[config.mk]
export PLATFORM = sky130hd
export DESIGN_NAME = gnss_binary_frame_deframer
export DESIGN_NICKNAME = d
export VERILOG_FILES = /design/src/rtl/gbfd_pkg.sv /design/src/rtl/gbfd_parser.sv /design/src/rtl/gbfd_out_stage.sv /design/src/rtl/gbfd_in_stage.sv /design/src/rtl/gnss_binary_frame_deframer.sv
export SDC_FILE = /design/constraint.sdc
export NUM_CORES = 1
export LEC_CHECK = 0
export ABC_AREA = 0
export BUFFER_PORTS_ARGS = -buffer_cell sky130_fd_sc_hd__buf_2
export CAP_MARGIN = 20
export CELL_PAD_IN_SITES_DETAIL_PLACEMENT = 0
export CELL_PAD_IN_SITES_GLOBAL_PLACEMENT = 2
export CORE_UTILIZATION = 41
export DETAILED_ROUTE_END_ITERATION = 16
export PLACE_DENSITY = 0.83
export SLEW_MARGIN = 5
export SYNTH_ARGS = -nofsm -noshare
export SYNTH_HDL_FRONTEND = slang
export SYNTH_SLANG_ARGS = --single-unit
export TNS_END_PERCENT = 10
[constraint.sdc]
create_clock -name clk -period 5.9 [get_ports clk]
set_input_delay 1.18 -clock clk [delete_from_list [all_inputs] [get_ports clk]]
set_output_delay 1.18 -clock clk [all_outputs]
set_load 0.005 [all_outputs]
[src/rtl/gbfd_pkg.sv]
// ---------------------------------------------------------------------------
// gbfd_pkg
// Shared types and constants for the binary GNSS frame deframer.
// ---------------------------------------------------------------------------
package gbfd_pkg;

	localparam logic [7:0]  SYNC_FIRST    = 8'hB5;
	localparam logic [7:0]  SYNC_SECOND   = 8'h62;
	localparam logic [15:0] MAX_LEN_RESET = 16'd64;

	typedef enum logic [3:0] {
		PH_SYNC1   = 4'd0,
		PH_SYNC2   = 4'd1,
		PH_CLASS   = 4'd2,
		PH_ID      = 4'd3,
		PH_LEN_LO  = 4'd4,
		PH_LEN_HI  = 4'd5,
		PH_PAYLOAD = 4'd6,
		PH_CHECK_A = 4'd7,
		PH_CHECK_B = 4'd8
	} phase_t;

	typedef enum logic {
		KIND_PAYLOAD   = 1'b0,
		KIND_FRAME_END = 1'b1
	} kind_t;

	typedef struct packed {
		kind_t       kind;
		logic [7:0]  payload_byte;
		logic [15:0] byte_index;
		logic [7:0]  frame_class;
		logic [7:0]  frame_id;
		logic [15:0] frame_length;
		logic        frame_good;
	} result_t;

endpackage

[src/rtl/gbfd_parser.sv]
// ---------------------------------------------------------------------------
// gbfd_parser
// Frame phase tracking, Fletcher-8 sums and result formation for one word.
// ---------------------------------------------------------------------------
module gbfd_parser (
	input  logic              clk,
	input  logic              arst_n,
	input  logic              step,
	input  logic [7:0]        rx_byte,
	input  logic              cfg_write,
	input  logic [15:0]       cfg_data,
	output logic              res_valid,
	output gbfd_pkg::result_t res
);
	import gbfd_pkg::*;

	phase_t      phase_q, phase_d;
	logic [7:0]  sum_a_q, sum_a_d;
	logic [7:0]  sum_b_q, sum_b_d;
	logic [15:0] count_q, count_d;
	logic [15:0] length_q, length_d;
	logic [7:0]  class_q, class_d;
	logic [7:0]  id_q, id_d;
	logic [15:0] max_len_q;
	logic [7:0]  acc_a;
	logic [7:0]  acc_b;
	logic [15:0] len_full;
	logic [15:0] count_inc;

	assign acc_a     = sum_a_q + rx_byte;
	assign acc_b     = sum_b_q + acc_a;
	assign len_full  = {rx_byte, length_q[7:0]};
	assign count_inc = count_q + 16'd1;

	always_comb begin
		phase_d  = phase_q;
		sum_a_d  = sum_a_q;
		sum_b_d  = sum_b_q;
		count_d  = count_q;
		length_d = length_q;
		class_d  = class_q;
		id_d     = id_q;
		case (phase_q)
			PH_SYNC2: begin
				phase_d = (rx_byte == SYNC_SECOND) ? PH_CLASS : PH_SYNC1;
			end
			PH_CLASS: begin
				class_d = rx_byte;
				sum_a_d = rx_byte;
				sum_b_d = rx_byte;
				phase_d = PH_ID;
			end
			PH_ID: begin
				id_d    = rx_byte;
				sum_a_d = acc_a;
				sum_b_d = acc_b;
				phase_d = PH_LEN_LO;
			end
			PH_LEN_LO: begin
				length_d = {8'd0, rx_byte};
				sum_a_d  = acc_a;
				sum_b_d  = acc_b;
				phase_d  = PH_LEN_HI;
			end
			PH_LEN_HI: begin
				length_d = len_full;
				sum_a_d  = acc_a;
				sum_b_d  = acc_b;
				if (len_full == 16'd0) begin
					phase_d = PH_CHECK_A;
				end else if (len_full <= max_len_q) begin
					count_d = 16'd0;
					phase_d = PH_PAYLOAD;
				end else begin
					phase_d = PH_SYNC1;
				end
			end
			PH_PAYLOAD: begin
				sum_a_d = acc_a;
				sum_b_d = acc_b;
				count_d = count_inc;
				if (count_inc == length_q) begin
					phase_d = PH_CHECK_A;
				end
			end
			PH_CHECK_A: begin
				phase_d = (rx_byte == sum_a_q) ? PH_CHECK_B : PH_SYNC1;
			end
			PH_CHECK_B: begin
				phase_d = PH_SYNC1;
			end
			default: begin
				phase_d = (rx_byte == SYNC_FIRST) ? PH_SYNC2 : PH_SYNC1;
			end
		endcase
	end

	always_comb begin
		res_valid        = 1'b0;
		res.kind         = KIND_PAYLOAD;
		res.payload_byte = 8'd0;
		res.byte_index   = 16'd0;
		res.frame_class  = class_q;
		res.frame_id     = id_q;
		res.frame_length = length_q;
		res.frame_good   = 1'b0;
		case (phase_q)
			PH_PAYLOAD: begin
				res_valid        = 1'b1;
				res.payload_byte = rx_byte;
				res.byte_index   = count_q;
			end
			PH_CHECK_A: begin
				res_valid = (rx_byte != sum_a_q);
				res.kind  = KIND_FRAME_END;
			end
			PH_CHECK_B: begin
				res_valid      = 1'b1;
				res.kind       = KIND_FRAME_END;
				res.frame_good = (rx_byte == sum_b_q);
			end
			default: begin
				res_valid = 1'b0;
			end
		endcase
	end

	always_ff @(posedge clk or negedge arst_n) begin
		if (!arst_n) begin
			phase_q  <= PH_SYNC1;
			sum_a_q  <= 8'd0;
			sum_b_q  <= 8'd0;
			count_q  <= 16'd0;
			length_q <= 16'd0;
			class_q  <= 8'd0;
			id_q     <= 8'd0;
		end else if (step) begin
			phase_q  <= phase_d;
			sum_a_q  <= sum_a_d;
			sum_b_q  <= sum_b_d;
			count_q  <= count_d;
			length_q <= length_d;
			class_q  <= class_d;
			id_q     <= id_d;
		end
	end

	always_ff @(posedge clk or negedge arst_n) begin
		if (!arst_n) begin
			max_len_q <= MAX_LEN_RESET;
		end else if (cfg_write) begin
			max_len_q <= cfg_data;
		end
	end

`ifndef SYNTH
	a_end_in_check: assert property (@(posedge clk) disable iff (!arst_n)
		(res_valid && res.kind == KIND_FRAME_END) |->
		(phase_q == PH_CHECK_A || phase_q == PH_CHECK_B))
		else $error("frame end outside checksum phase");
	a_index_in_range: assert property (@(posedge clk) disable iff (!arst_n)
		(phase_q == PH_PAYLOAD) |-> (count_q < length_q))
		else $error("payload index beyond frame length");
	a_check_b_ends: assert property (@(posedge clk) disable iff (!arst_n)
		(step && phase_q == PH_CHECK_B) |=> (phase_q == PH_SYNC1))
		else $error("no return to hunting after checksum");
	a_payload_limit: assert property (@(posedge clk) disable iff (!arst_n)
		(step && phase_q == PH_LEN_HI && phase_d == PH_PAYLOAD) |->
		(len_full != 16'd0 && len_full <= max_len_q))
		else $error("payload entered with length over limit");
`endif

endmodule

[src/rtl/gbfd_out_stage.sv]
// ---------------------------------------------------------------------------
// gbfd_out_stage
// Result register holding one result word until the receiver takes it.
// ---------------------------------------------------------------------------
module gbfd_out_stage (
	input  logic              clk,
	input  logic              arst_n,
	input  logic              load,
	input  gbfd_pkg::result_t res,
	input  logic              out_ready,
	output logic              out_valid,
	output logic              space,
	output gbfd_pkg::result_t res_q
);
	import gbfd_pkg::*;

	logic valid_q;

	assign space     = !valid_q || out_ready;
	assign out_valid = valid_q;

	always_ff @(posedge clk or negedge arst_n) begin
		if (!arst_n) begin
			valid_q <= 1'b0;
		end else if (load) begin
			valid_q <= 1'b1;
		end else if (out_ready) begin
			valid_q <= 1'b0;
		end
	end

	always_ff @(posedge clk) begin
		if (load) begin
			res_q <= res;
		end
	end

endmodule

[src/rtl/gbfd_in_stage.sv]
// ---------------------------------------------------------------------------
// gbfd_in_stage
// Input register for received bytes, advanced when the result side has room.
// ---------------------------------------------------------------------------
module gbfd_in_stage (
	input  logic       clk,
	input  logic       arst_n,
	input  logic       in_valid,
	output logic       in_ready,
	input  logic [7:0] rx_byte,
	input  logic       advance,
	output logic       step,
	output logic [7:0] byte_s1
);
	logic valid_s1;

	assign step     = valid_s1 && advance;
	assign in_ready = !valid_s1 || advance;

	always_ff @(posedge clk or negedge arst_n) begin
		if (!arst_n) begin
			valid_s1 <= 1'b0;
		end else if (in_ready) begin
			valid_s1 <= in_valid;
		end
	end

	always_ff @(posedge clk) begin
		if (in_ready && in_valid) begin
			byte_s1 <= rx_byte;
		end
	end

endmodule

[src/rtl/gnss_binary_frame_deframer.sv]
// ---------------------------------------------------------------------------
// gnss_binary_frame_deframer
// Deframes UBX-style binary GNSS frames with a Fletcher-8 check.
// ---------------------------------------------------------------------------
// Usage:
//   in channel (in_valid/in_ready/rx_byte) takes one received byte per word.
//   out channel (out_valid/out_ready and the result fields) gives one word
//   per payload byte, with its index, and one frame-end word after the
//   checksum (or at a failed first checksum byte) with frame_good.
//   Bytes of sync, header and a good first checksum byte give no word.
//   cfg channel (cfg_valid/cfg_ready/cfg_data) writes max_payload_length;
//   cfg_ready is always high. Write only while the block is idle.
// Timing:
//   A byte is held in the input register, is parsed in one pass and
//   lands in the result register when that register has room.
//   One byte per cycle is sustained while out_ready stays high.
// Reset:
//   Hunting for the first sync byte, limit 64, both registers empty.
// Stall:
//   With out_ready low and a result held, one more byte is taken into the
//   input register; then in_ready falls until the result is taken.
// ---------------------------------------------------------------------------
module gnss_binary_frame_deframer (
	input  logic        clk,
	input  logic        arst_n,
	input  logic        in_valid,
	output logic        in_ready,
	input  logic [7:0]  rx_byte,
	input  logic        cfg_valid,
	output logic        cfg_ready,
	input  logic [15:0] cfg_data,
	output logic        out_valid,
	input  logic        out_ready,
	output logic        result_kind,
	output logic [7:0]  payload_byte,
	output logic [15:0] byte_index,
	output logic [7:0]  frame_class,
	output logic [7:0]  frame_id,
	output logic [15:0] frame_length,
	output logic        frame_good
);
	import gbfd_pkg::*;

	logic       step;
	logic       space;
	logic [7:0] byte_s1;
	logic       res_valid;
	result_t    res;
	result_t    res_q;

	assign cfg_ready = 1'b1;

	gbfd_in_stage u_in (
		.clk      (clk),
		.arst_n   (arst_n),
		.in_valid (in_valid),
		.in_ready (in_ready),
		.rx_byte  (rx_byte),
		.advance  (space),
		.step     (step),
		.byte_s1  (byte_s1)
	);

	gbfd_parser u_parser (
		.clk       (clk),
		.arst_n    (arst_n),
		.step      (step),
		.rx_byte   (byte_s1),
		.cfg_write (cfg_valid && cfg_ready),
		.cfg_data  (cfg_data),
		.res_valid (res_valid),
		.res       (res)
	);

	gbfd_out_stage u_out (
		.clk       (clk),
		.arst_n    (arst_n),
		.load      (step && res_valid),
		.res       (res),
		.out_ready (out_ready),
		.out_valid (out_valid),
		.space     (space),
		.res_q     (res_q)
	);

	assign result_kind  = res_q.kind;
	assign payload_byte = res_q.payload_byte;
	assign byte_index   = res_q.byte_index;
	assign frame_class  = res_q.frame_class;
	assign frame_id     = res_q.frame_id;
	assign frame_length = res_q.frame_length;
	assign frame_good   = res_q.frame_good;

endmodule

; ---- Word level (Yosys, flattened, before mapping)
; Cells that the tools add are included.
[totals]
register_bits = 152
inputBits = 29
out_inout_bits = 61
elab_cells = 80
[classes]
n_addsub = 3
n_lt_le_gt_ge = 1
eq_ne = 17
muxes = 17
bitwise_logic = 1
n_reduce_logical = 22
[op_table]
columns = operator, count
row1 = one-hot mux 16 bit (2 select lines), 2
row2 = two-way mux 16 bit, 2
row3 = one-hot mux 4 bit (8 select lines), 1
row4 = one-hot mux 8 bit (2 select lines), 2
row5 = "adder 16 x 1 -> 16 bit, second input constant", 1
row6 = adder 8 bit, 2
row7 = equality test 16 bit, 1
row8 = "equality test 4 x 3 -> 1 bit, second input constant", 4
row9 = equality test 8 bit, 2
row10 = less-or-equal comparator 16 bit, 1
row11 = zero test 16 bit, 1
row12 = two-way mux 4 bit, 3
row13 = AND reduction 2 bit, 5
row14 = "equality test 4 x 2 -> 1 bit, second input constant", 2
row15 = "equality test 8 x 7 -> 1 bit, second input constant", 1
row16 = "equality test 8 bit, second input constant", 1
row17 = != test 8 bit, 1
row18 = nonzero test 2 bit, 4
row19 = "equality test 4 x 1 -> 1 bit, second input constant", 1
row20 = "equality test 4 bit, second input constant", 1
row21 = two-way mux 1 bit, 4
row22 = "!= test 2 x 1 -> 1 bit, second input constant", 2
row23 = AND reduction 4 bit, 1
row24 = OR reduction 2 bit, 2
row25 = other kinds (10), 14

; ---- Logic depth before layout (Yosys ltp)
[logic_depth]
word_depth = 5
ltp_mapped = 14
depth_no_buf = 14

; ---- By module
; Synthesis repeated with hierarchy kept, for this count alone.
[hier_totals]
hier_cells = 699
area_unflattened_um2 = 7542.2
[modules_own_cells]
columns = module, instances, cells_each, area_per_inst_um2, seq_area_each_um2
row1 = gbfd_parser, 1, 622, 5435.2, 2103.3
row2 = gbfd_out_stage, 1, 61, 1789.2, 1766.7
row3 = gbfd_in_stage, 1, 13, 300.3, 265.3
row4 = gnss_binary_frame_deframer, 1, 3, 17.5, 0.0

; ---- Least setup slack after synthesis
; Ideal clock, no wire load.
[synth_timing]
path_kind = input -> register
startpoint = input port out_ready
endpoint = register u_out.res_q[0] (netlist name)
setup_time_ps = 474
arrival_time_ps = 3987
required_ps = 5426
setup_slack_ps = 1439
cell_stages = 4
path_buffers = 1
path_cell_list = nand2b_1 nand2_1 clkbuf_1 nor2_1
[synth_between]
elab_chain_cells = 3
[synth_rtl]
columns = element, line_no
row1 = from (decl), gnss_binary_frame_deframer.sv:33  ; input logic out_ready,
row2 = logical OR 1 bit, gbfd_out_stage.sv:19  ; assign space = !valid_q || out_ready;
row3 = logical AND 1 bit, gbfd_in_stage.sv:17  ; assign step = valid_s1 && advance;
row4 = logical AND 1 bit, gnss_binary_frame_deframer.sv:78  ; .load (step && res_valid),
row5 = net u_out.load, gbfd_out_stage.sv:8  ; input logic load,
; The timed path passes the listed nets, and every way through them passes these cells.
; A chain may end at the register's enable or synchronous reset.

; ---- Final worst setup path
[layout_timing]
startpoint = register u_in.byte_s1[0]
endpoint = register u_parser.sum_b_q[7]
[layout_between]
elab_chain_cells = 3
[layout_rtl]
columns = element, line_no
row1 = from (decl), gbfd_in_stage.sv:13  ; output logic [7:0] byte_s1
row2 = from (signal assigned), gbfd_in_stage.sv:30  ; byte_s1 <= rx_byte;
row3 = adder 8 bit, gbfd_parser.sv:30  ; assign acc_a = sum_a_q + rx_byte;
row4 = adder 8 bit, gbfd_parser.sv:31  ; assign acc_b = sum_b_q + acc_a;
row5 = one-hot mux 8 bit (2 select lines), gbfd_parser.sv:43  ; case (phase_q)
row6 = to (signal assigned), gbfd_parser.sv:140  ; sum_b_q <= sum_b_d;
row7 = to (decl), gbfd_parser.sv:19  ; logic [7:0] sum_b_q, sum_b_d;
; No other way between the ends.

==> impl_metrics.tcl <==
set metrics [dict create \
    die_height_um 137 \
    sequential_area_share_after_synthesis 0.555 \
    globalRoute.totalOverflow 0 \
    synth_mux_area_frac 0.0359 \
    finalCoreUtilization 0.495 \
    synth-warning-count 0 \
    netlist-cell-type-count 62 \
    cts-root-buf "sky130_fd_sc_hd__clkbuf_16" \
    cts.hold.buffers_added 0 \
    h-tree-depth 4 \
    combPwrFrac 0.354 \
    dieArea_sq_mm 0.0187 \
    synth_compound_area_frac 0.122 \
    worst_hold_path_type "register to register" \
    initial_utilization 0.425 \
    grt_antenna_before_repair 0 \
    rsz_0062_raised_after_global_routing "no" \
    worstSetupEndpointType "register" \
    global_route.usage.met3 0.0407 \
    timing.critical_path.from_type "register" \
    period_share 0.580 \
    design.final.nets 813 \
    power.switching_fraction 0.364 \
    detailroute.via_count 5390 \
    p_sw_w 0.00158 \
    dp_hpwl_um 11900 \
    post_cts_setup_bufs 0 \
    synth_simple_gate_area_frac 0.142 \
    worst-setup-path-type "register to register" \
    sum_of_routed_wire_length_over_all_layers_um 17300 \
    tritoncts "built" \
    grt_pass1_wl_um 28000 \
    drc 0 \
    post_synthesis_xor_xnor_area_fraction 0.0470 \
    commonest_cells_after_routing_fill_and_taps_aside "sky130_fd_sc_hd__buf_2 (88), sky130_fd_sc_hd__dfrtp_1 (85), sky130_fd_sc_hd__edfxtp_1 (66), sky130_fd_sc_hd__nand2_1 (57), sky130_fd_sc_hd__nor2_1 (47)" \
    async_flop_share 0.566 \
    drive_gt1_frac 0.206 \
    p_seq_frac 0.387 \
    ys_ff_latch 152 \
    grt_use_met2 0.318 \
    avg_synthesized_cell_area_sq_um 11.0 \
    ff2ff_setup_slack_ns 2.48 \
    setup_violations 0 \
    place.port_buffers 88 \
    share_clk_of_total_power 0.260 \
    synthesis.nets 740 \
    numClockSinks 152 \
    synthesis.area_sq_mm 0.00745 \
    post_cts_resized 0 \
    ir_drop_worst_vdd_uv 229 \
    detailed_routing_iterations_pass_1 5 \
    track_usage 0.200 \
    leakagePower_nw 3.61 \
    synth_fa_ha_area_frac 0.0618 \
    crit_path_top_delay_cell "sky130_fd_sc_hd__edfxtp_1" \
    num_rows 48 \
    drv_cap 0 \
    numCtsBuffers 17 \
    fin_tns_setup_ns 0 \
    syn_to_layout_area_delta_pct 16.4 \
    floorplan.io_pins 90 \
    chipWidth_um 137 \
    worst_pin_slew_ns 0.880 \
    use_met1 0.272 \
    intPower_w 0.00276 \
    timing.max_slew.rel_slack 0.413 \
    drt.antenna.violating_nets 0 \
    crit_required_ns 6.20 \
    first_global_vias 5319 \
    power-per-cell-area_mw_per_mm2 501 \
    syn-instance-count 677 \
    worstPathMaxFanout 11 \
    slew_viol_final 0 \
    fmax_ghz 0.292 \
    core_ar_sq_mm 0.0175 \
    outcome "completed" \
    cp.arrival_ns 3.72 \
    number_of_cells_on_the_worst_reg_to_reg_path 13 \
    cts-root-to-sink-buffers 2 \
    wl_per_cell_um 17.5 \
    finalHoldViolations 0 \
    synth_ff_type "sky130_fd_sc_hd__dfrtp_1" \
    worst_clock_skew_ns 0.0159 \
    timing.final.crit_period_ns 3.42 \
    drt_first_iter_violations 352 \
    gp_congestion 0.828 \
    drt-vias-per-instance 5.46 \
    clock_latency_ns 0.43 \
    main_combinational_cell_family_by_area_after_synthesis "simple AND/OR/NAND/NOR gates" \
    min_path_cells 0 \
    timing.critical_path.slowest_cell_delay_ns 0.58 \
    critPathMostFrequentCell "sky130_fd_sc_hd__ha_1" \
    crit_chain "ha_1 -> fa_1 -> a21o_1 -> a21oi_1 -> xnor2_1 -> ha_1 -> inv_1 -> nor2_1 -> o31a_1 -> o41ai_1 -> xor2_1 -> mux2i_1 -> o221ai_1" \
    largest_net_degree_at_the_start_of_global_routing 46 \
    antenna_cells_inserted 0 \
    busiest_layer "met2" \
    final_common_cell "sky130_fd_sc_hd__buf_2" \
    number_of_synthesized_flops_with_an_enable_pin 66 \
    worst_setup_hold_path_clk_slew_ns 0.07 \
]
-- registers in the layout, indices dropped and copies added, names as in the netlist --
name                count
u_parser.id_q           8
u_parser.sum_a_q        8
u_in.byte_s1            8
u_in.valid_s1           1
u_out.out_valid         1
u_parser.length_q      16
u_parser.phase_q        4
u_parser.count_q       16
u_out.res_q            58
u_parser.max_len_q     16
u_parser.sum_b_q        8
u_parser.class_q        8
-- kinds of logic (layout without fill, tap and decap cells) --
logic type / Yosys count / count (layout)
buf+inv: 65 / 151
fa+ha+maj: 36 / 36
mux: 24 / 24
other cells: 1 / 1
compound gates: 144 / 144
simple gates: 215 / 215
flops: 152 / 152
xor+xnor: 40 / 40
-- metrics by stage --
stage	power [W]	hold WS [ns]	instance area, sq um	setup WS (ns)	cells
2_1_floorplan	0.00282	0.419	7450	1.44	677
3_3_place_gp	0.00320	0.426	8060	2.52	955
3_5_place_dp	0.00324	0.430	8070	2.50	956
4_1_cts	0.00438	0.446	8670	2.48	988
5_1_grt	0.00465	0.463	8670	2.21	988
6_report	0.00434	0.445	8670	2.48	988
-- Yosys cell counts, types with 22 or more instances --
cell type,n,area (sq um)
sky130_fd_sc_hd__nand2_1,57,214
sky130_fd_sc_hd__o21ai_0,37,185
sky130_fd_sc_hd__xnor2_1,28,245
sky130_fd_sc_hd__clkbuf_1,35,131
sky130_fd_sc_hd__a21oi_1,39,195
sky130_fd_sc_hd__and2_1,27,169
sky130_fd_sc_hd__mux2_2,22,248
sky130_fd_sc_hd__nor2_1,48,180
sky130_fd_sc_hd__inv_1,24,90.1
sky130_fd_sc_hd__ha_1,32,400
sky130_fd_sc_hd__dfrtp_1,85,2130
sky130_fd_sc_hd__edfxtp_1,66,1980
-- final cells by class --
| type | instances | area [sq um] |
|---|---|---|
| Tap cell | 225 | 282 |
| Clock inverter | 14 | 176 |
| Inverter | 24 | 90.1 |
| Clock buffer | 18 | 429 |
| Multi-Input combinational cell | 460 | 3070 |
| Fill cell | 1630 | 8860 |
| Sequential cell | 152 | 4140 |
| Timing Repair Buffer | 95 | 493 |
-- path summary, 6_finish.rpt --
check                               startpoint              endpoint
min in group asynchronous               arst_n   u_parser.sum_a_q[6]
setup / recovery               u_in.byte_s1[0]   u_parser.sum_b_q[7]
setup reg to reg               u_in.byte_s1[0]   u_parser.sum_b_q[7]
hold / removal             u_parser.class_q[5]       u_out.res_q[30]
max in group asynchronous               arst_n  u_parser.count_q[13]
hold reg to reg            u_parser.class_q[5]       u_out.res_q[30]
-- layer usage --
layer  vias to the layer above  wire (um)
li1                       2594          -
met1                      2606       8170
met2                       165       8020
met3                        25        799
met4                         0        283
met5                         -          0
-- power by group through the flow --
stage | clock network [W] | registers [W] | logic (W)
finish | 0.00113 | 0.00168 | 0.00154
global placement | 0 | 0.00170 | 0.00150
CTS | 0.00116 | 0.00168 | 0.00154
floorplan | 0 | 0.00158 | 0.00123
detailed placement | 0 | 0.00170 | 0.00153
global route | 0.00120 | 0.00172 | 0.00173
-- critical path, delay by kind of cell, from the launching register on --
family,cells,cell delay [ns]
flops,1,0.58
buf+inv,1,0.08
compound gates,5,0.95
mux,1,0.21
fa+ha+maj,3,1.00
simple gates,1,0.05
xor+xnor,2,0.41
(Power assumes the default switching activity.)
